File: src/design/jacobi_five_point_stencil_macros.svh
// Assertion macros shared by the design files.
// The enclosing module must have signals named clk and rst_n.
`ifndef JACOBI_FIVE_POINT_STENCIL_MACROS_SVH
`define JACOBI_FIVE_POINT_STENCIL_MACROS_SVH

`ifndef ASSERT_OFF

`define JFS_ASSERT_IMP(lbl, ante, cons, msg) \
  lbl: assert property (@(posedge clk) disable iff (!rst_n) (ante) |-> (cons)) \
    else $error(msg);

`define JFS_ASSERT_NXT(lbl, ante, cons, msg) \
  lbl: assert property (@(posedge clk) disable iff (!rst_n) (ante) |=> (cons)) \
    else $error(msg);

`else

`define JFS_ASSERT_IMP(lbl, ante, cons, msg)

`define JFS_ASSERT_NXT(lbl, ante, cons, msg)

`endif

`endif

File: src/design/jfs_pkg.sv
package jfs_pkg;

  localparam int DATA_W  = 32;
  localparam int SUM_W   = 35;
  localparam int PROD_W  = 50;
  localparam int CFG_W   = 16;
  localparam int STEPS_W = 16;
  localparam int GSIZE_W = 7;
  localparam int ROWC_W  = 6;

  localparam logic [1:0] CMD_WRITE = 2'd0;
  localparam logic [1:0] CMD_RUN   = 2'd1;
  localparam logic [1:0] CMD_READ  = 2'd2;

  localparam logic CFG_TIME_STEPS = 1'b0;
  localparam logic CFG_GRID_SIZE  = 1'b1;

  localparam logic [STEPS_W-1:0] TIME_STEPS_RST = 16'd1;
  localparam logic [GSIZE_W-1:0] GRID_SIZE_RST  = 7'd64;

  // neighbor fetch order within one element
  localparam logic [2:0] NBR_CENTER = 3'd0;
  localparam logic [2:0] NBR_LEFT   = 3'd1;
  localparam logic [2:0] NBR_RIGHT  = 3'd2;
  localparam logic [2:0] NBR_UP     = 3'd3;
  localparam logic [2:0] NBR_DOWN   = 3'd4;

  // 0.2 in Q0.16, rounding bias for the >>16
  localparam logic signed [14:0] FIFTH_Q16  = 15'sd13107;
  localparam logic signed [PROD_W-1:0] ROUND_HALF = 50'sd32768;

  typedef enum logic [2:0] {
    ST_IDLE,
    ST_STEP_CHK,
    ST_RD,
    ST_ACC,
    ST_MUL,
    ST_WR,
    ST_SWEEP_END
  } state_t;

  typedef struct packed {
    logic cfg_open;
    logic accept;
    logic load_steps;
    logic dec_steps;
    logic toggle_bank;
    logic init_pos;
    logic rd_issue;
    logic mul;
    logic wr_result;
    logic advance_pos;
  } ctrl_cmd_t;

  typedef struct packed {
    logic pipe_free;
    logic steps_zero;
    logic no_interior;
    logic phase_last;
    logic row_last;
    logic col_last;
  } dp_stat_t;

endpackage

File: src/design/jfs_ctrl.sv
`include "jacobi_five_point_stencil_macros.svh"

module jfs_ctrl (
  input  logic                clk,
  input  logic                rst_n,
  input  logic                in_valid,
  input  logic [1:0]          in_command,
  input  jfs_pkg::dp_stat_t   stat,
  output jfs_pkg::ctrl_cmd_t  cmd,
  output logic                in_stall
);
  import jfs_pkg::*;

  state_t state_r, state_nxt;

  always_ff @(posedge clk) begin
    if (!rst_n) begin
      state_r <= ST_IDLE;
    end else begin
      state_r <= state_nxt;
    end
  end

  always_comb begin
    state_nxt = state_r;
    case (state_r)
      ST_IDLE: begin
        if (in_valid && stat.pipe_free && in_command == CMD_RUN) begin
          state_nxt = ST_STEP_CHK;
        end
      end
      ST_STEP_CHK: begin
        if (stat.steps_zero) begin
          state_nxt = ST_IDLE;
        end else if (!stat.no_interior) begin
          state_nxt = ST_RD;
        end
      end
      ST_RD: begin
        if (stat.phase_last) begin
          state_nxt = ST_ACC;
        end
      end
      ST_ACC:  state_nxt = ST_MUL;
      ST_MUL:  state_nxt = ST_WR;
      ST_WR: begin
        if (stat.row_last && stat.col_last) begin
          state_nxt = ST_SWEEP_END;
        end else begin
          state_nxt = ST_RD;
        end
      end
      ST_SWEEP_END: state_nxt = ST_STEP_CHK;
      default: state_nxt = ST_IDLE;
    endcase
  end

  always_comb begin
    cmd      = '0;
    in_stall = 1'b1;
    case (state_r)
      ST_IDLE: begin
        cmd.cfg_open   = 1'b1;
        in_stall       = !stat.pipe_free;
        cmd.accept     = in_valid && stat.pipe_free;
        cmd.load_steps = in_valid && stat.pipe_free && in_command == CMD_RUN;
      end
      ST_STEP_CHK: begin
        // a grid without interior still swaps banks once per sweep
        if (!stat.steps_zero && stat.no_interior) begin
          cmd.dec_steps   = 1'b1;
          cmd.toggle_bank = 1'b1;
        end
        if (!stat.steps_zero && !stat.no_interior) begin
          cmd.init_pos = 1'b1;
        end
      end
      ST_RD:  cmd.rd_issue = 1'b1;
      ST_ACC: cmd = '0;
      ST_MUL: cmd.mul = 1'b1;
      ST_WR: begin
        cmd.wr_result   = 1'b1;
        cmd.advance_pos = 1'b1;
      end
      ST_SWEEP_END: begin
        cmd.dec_steps   = 1'b1;
        cmd.toggle_bank = 1'b1;
      end
      default: cmd = '0;
    endcase
  end

  `JFS_ASSERT_IMP(a_accept_idle, cmd.accept, state_r == ST_IDLE, "request taken during run")
  `JFS_ASSERT_NXT(a_run_starts, cmd.load_steps, state_r == ST_STEP_CHK, "run did not start")
  `JFS_ASSERT_IMP(a_one_sweep_op, cmd.rd_issue || cmd.mul || cmd.wr_result,
                  !cmd.accept && !cmd.cfg_open, "sweep overlaps host access")

endmodule

File: config.mk
export PLATFORM = sky130hd
export DESIGN_NAME = jfs_ctrl
export DESIGN_NICKNAME = d
export VERILOG_FILES = /design/src/design/jfs_pkg.sv /design/src/design/jfs_ctrl.sv
export VERILOG_INCLUDE_DIRS = /design/src /design/src/design
export SDC_FILE = /design/constraint.sdc
export NUM_CORES = 1
export LEC_CHECK = 0
export ABC_AREA = 0
export BUFFER_PORTS_ARGS = -buffer_cell sky130_fd_sc_hd__buf_2
export CORE_AREA = 4 4 41 43
export DETAILED_ROUTE_END_ITERATION = 6
export DIE_AREA = 0 0 45 47
export SLEW_MARGIN = 20
export SYNTH_ARGS = -nofsm -noshare
export SYNTH_HDL_FRONTEND = slang
export SYNTH_SLANG_ARGS = --single-unit
File: constraint.sdc
create_clock -name clk -period 1.24 [get_ports clk]
set_clock_uncertainty 0.15 [all_clocks]
set_input_delay 0.062 -clock clk [delete_from_list [all_inputs] [get_ports clk]]
set_output_delay 0.062 -clock clk [all_outputs]
set_load 0.03 [all_outputs]
==> flow_summary_export.csv <==
group,metric,value,unit
power,p_leak,0.336,nW
clock_tree,cts_sinks,3,
layout,final_cells,91,
sta,slew_viol_final,0,
floorplan,die_height,47,um
sta,setup_slack,-0.179,ns
clock_tree,cts-root-buf,"clkbuf_4",
place,dp_cells,75,
run_status,status,"complete, but fails checks",
sta,final-hold-violation-count,0,
logic_synthesis,syn_nets,45,
worst_hold_path,min_path_cells,4,
clock_tree,path_clk_slew,0.04,ns
setup_path,crit_path_top_delay_cell,"dfxtp_4",
clock_tree,clock_latency,0.24,ns
setup_path,r2r_end,"state_r[0]",
routing,detail_route.iter0.violations,1,
layout,fin_area,763,um2
worst_hold_path,min_path_type,"in2reg",
floorplan,die_w,45,um
setup_path,endpoint_kind,"output port",
sta,worstMarginPinSlew,0.246,ns
sta,min_period_over_period,114,%
power,irDropWorstVdd,0.581,mV
logic_synthesis,ys_seq_area_share,19.9,%
place,pre_cts_ws,-0.0304,ns
layout,reg_top3,"state_r x3",
logic_synthesis,synth_top_family_by_area,"simple AND/OR/NAND/NOR gates",
global_routing,grt_pass1_vias,438,
clock_tree,cts_tree,"built",
floorplan,io-pin-count,22,
sta,maxSlewHeadroom,83.5,%
floorplan,coreArea,1300,um2
logic_synthesis,synthXorXnorAreaFrac,0,%
setup_path,arrival,1.21,ns
layout,fillers,119,
logic_synthesis,ys_warn_count,0,
logic_synthesis,synthAdderAreaFrac,0,%
clock_tree,htreeDepth,1,
floorplan,dieArea,2120,um2
sta,fmax,0.705,GHz
setup_path,crit_chain,"nand2b_4 -> nor3_4 -> a32o_2 -> buf_6",
job,cap_violations,0,
logic_synthesis,ys_ff_latch,3,
layout,seqCellArea,71.3,um2
logic_synthesis,yosys.area_share.simple,34.4,%
setup_path,cp_data_required_time,1.03,ns
layout,multi_input_area,267,um2
setup_path,critPathLaunchType,"flop",
layout,fin_util,58.7,%
setup_path,crit_type,"reg2out",
place,port_buffers,21,
setup_path,timing.rr.start,"state_r[0]",
layout,largest_reg_flops,3,
logic_synthesis,syn_area,302,um2
global_routing,grt_max_degree,9,
routing,antenna_left,0,
run_status,violations,"negative setup slack",
logic_synthesis,synthMuxAreaShare,0,%
routing,vias,422,
sta,hold_slack,0.0324,ns
layout,area_delta_synth_final,153,%
global_routing,gr-usage-all-layers,12.5,%
logic_synthesis,synthCells,34,
layout,drive_gt1_share,82.9,%
logic_synthesis,synth_compound_area_share,24.9,%
setup_path,rrSetupSlack,-0.05,ns
logic_synthesis,synth_cell_type_count,24,
layout,n_antenna_cell,0,
setup_path,path_max_fanout,5,
place,post_dp_cell_area,475,um2
setup_path,reg2reg_depth,4,
logic_synthesis,avgSynthCellArea,8.87,um2
layout,top_register,"state_r",
sta,setup_viol,13,
routing,drt_pre_antenna_iters,2,
global_routing,overflow,0,
clock_tree,numCtsBuffers,3,
worst_hold_path,min_from,"stat[0]",
sta,rsz0062_at_grt,"true",
global_routing,antenna_found_initial,0,
floorplan,initial_core_util,23.2,%
routing,avgRoutedWirePerCell,12.9,um
routing,drc_errors,0,
clock_tree,cts_buffer_depth,2,
power,p_per_area,586,nW/um2
floorplan,row_count,13,
place,hpwl,700,um
global_routing,grt_pass1_wl,1.84,mm
layout,layout.nets,88,
sta,fin_crit,1.42,ns
place,place.gp.congestion,0.714,
routing,totalWireLength,1.18,mm
routing,vias_per_cell,4.64,
setup_path,critPathMaxStageDelay,0.38,ns
worst_hold_path,hold_end,"state_r[2]",
[worst max path at each step]
| stage | startpoint | endpoint | slack (ns) | depth (start not counted) |
|---|---|---|---|---|
| final | state_r[1] | cmd[6] | -0.18 | 4 |
| after global routing | state_r[2] | cmd[4] | -0.24 | 3 |
| after CTS | state_r[2] | cmd[4] | -0.17 | 3 |
| after detailed placement | state_r[1] | state_r[0] | -0.03 | 4 |
| after global placement | state_r[1] | state_r[0] | -0.04 | 4 |
| after floorplan | state_r[1] | cmd[6] | -0.13 | 5 |
[cell usage in the layout (no fill, tap or decap), types with 2 or more instances in the layout]
cell and n:
buf_6 17, buf_4 14, buf_2 10, clkbuf_4 3, dfxtp_4 3, nor3_4 2
nor4_4 2, nand3_1 2, dlygate4sd3_1 2
[layer usage]
layer / vias to the layer above / track usage (%) / part of all wire, %
met5: - / 0 / 0
met4: 0 / 3.51 / 0.51
met3: 2 / 6.13 / 7.7
met2: 15 / 23.2 / 55
met1: 195 / 12.2 / 37
li1: 210 / - / -
[per-stage QoR]
stage / TNS (ns) / power [W]
finish: -1.46 / 0.000447
global route: -2.04 / 0.000476
CTS: -1.26 / 0.000432
detailed placement: -0.0750 / 0.000211
global placement: -0.0875 / 0.000211
floorplan: -0.791 / 0.000169
[critical path, delay by kind of cell, from the launching register on]
family / cells / cell delay (ns)
flops: 1 / 0.38
compound gates: 1 / 0.26
simple gates: 2 / 0.19
buf+inv: 1 / 0.14
[power breakdown]
part | switching (W) | total, W | internal [W]
Clock | 0.0000542 | 0.000175 | 0.000121
Combinational | 0.0000771 | 0.000170 | 0.0000924
Sequential | 0.00000738 | 0.000103 | 0.0000953
[repair_timing]
item,4_1_cts,5_1_grt
hold endpoints to repair,3,0
buffers inserted,8,2
setup endpoints to repair,13,14
hold buffers,2,0
resized for setup,34,9
pin swaps,4,5
[synthesized netlist by cell type]
cell type  n  share of area (%)
and3_1     1                2.1
a211o_1    1                2.9
inv_4      1                2.1
a31oi_1    1                2.1
nor4_1     2                4.1
a221oi_2   1                5.0
o21bai_1   1                2.5
nor3_1     2                3.3
nand2_1    2                2.5
a21boi_2   1                3.7
o41ai_2    1                5.4
nor2b_1    1                2.1
inv_2      1                1.2
nor3_4     1                5.4
nor3b_2    1                4.1
nor2_1     2                2.5
nand3_1    2                3.3
buf_4      2                5.0
a32o_1     1                3.3
inv_1      1                1.2
nand4b_1   1                2.9
buf_6      3                 11
dfxtp_1    3                 20
nand2b_1   1                2.1
[layout make-up]
type                    instances  share of cell area [%]
inverters                       3                    1.80
clock buffers                   4                    3.44
multi-input cells              23                    34.9
repair buffers                 43                    48.0
well taps                      15                    2.46
flip-flops and latches          3                    9.34
[cell families after synthesis]
kind of cell    count (synthesis)
flops                           3
buf+inv                         8
compound gates                  7
simple gates                   16
Power figures use the tool's default switching activity.
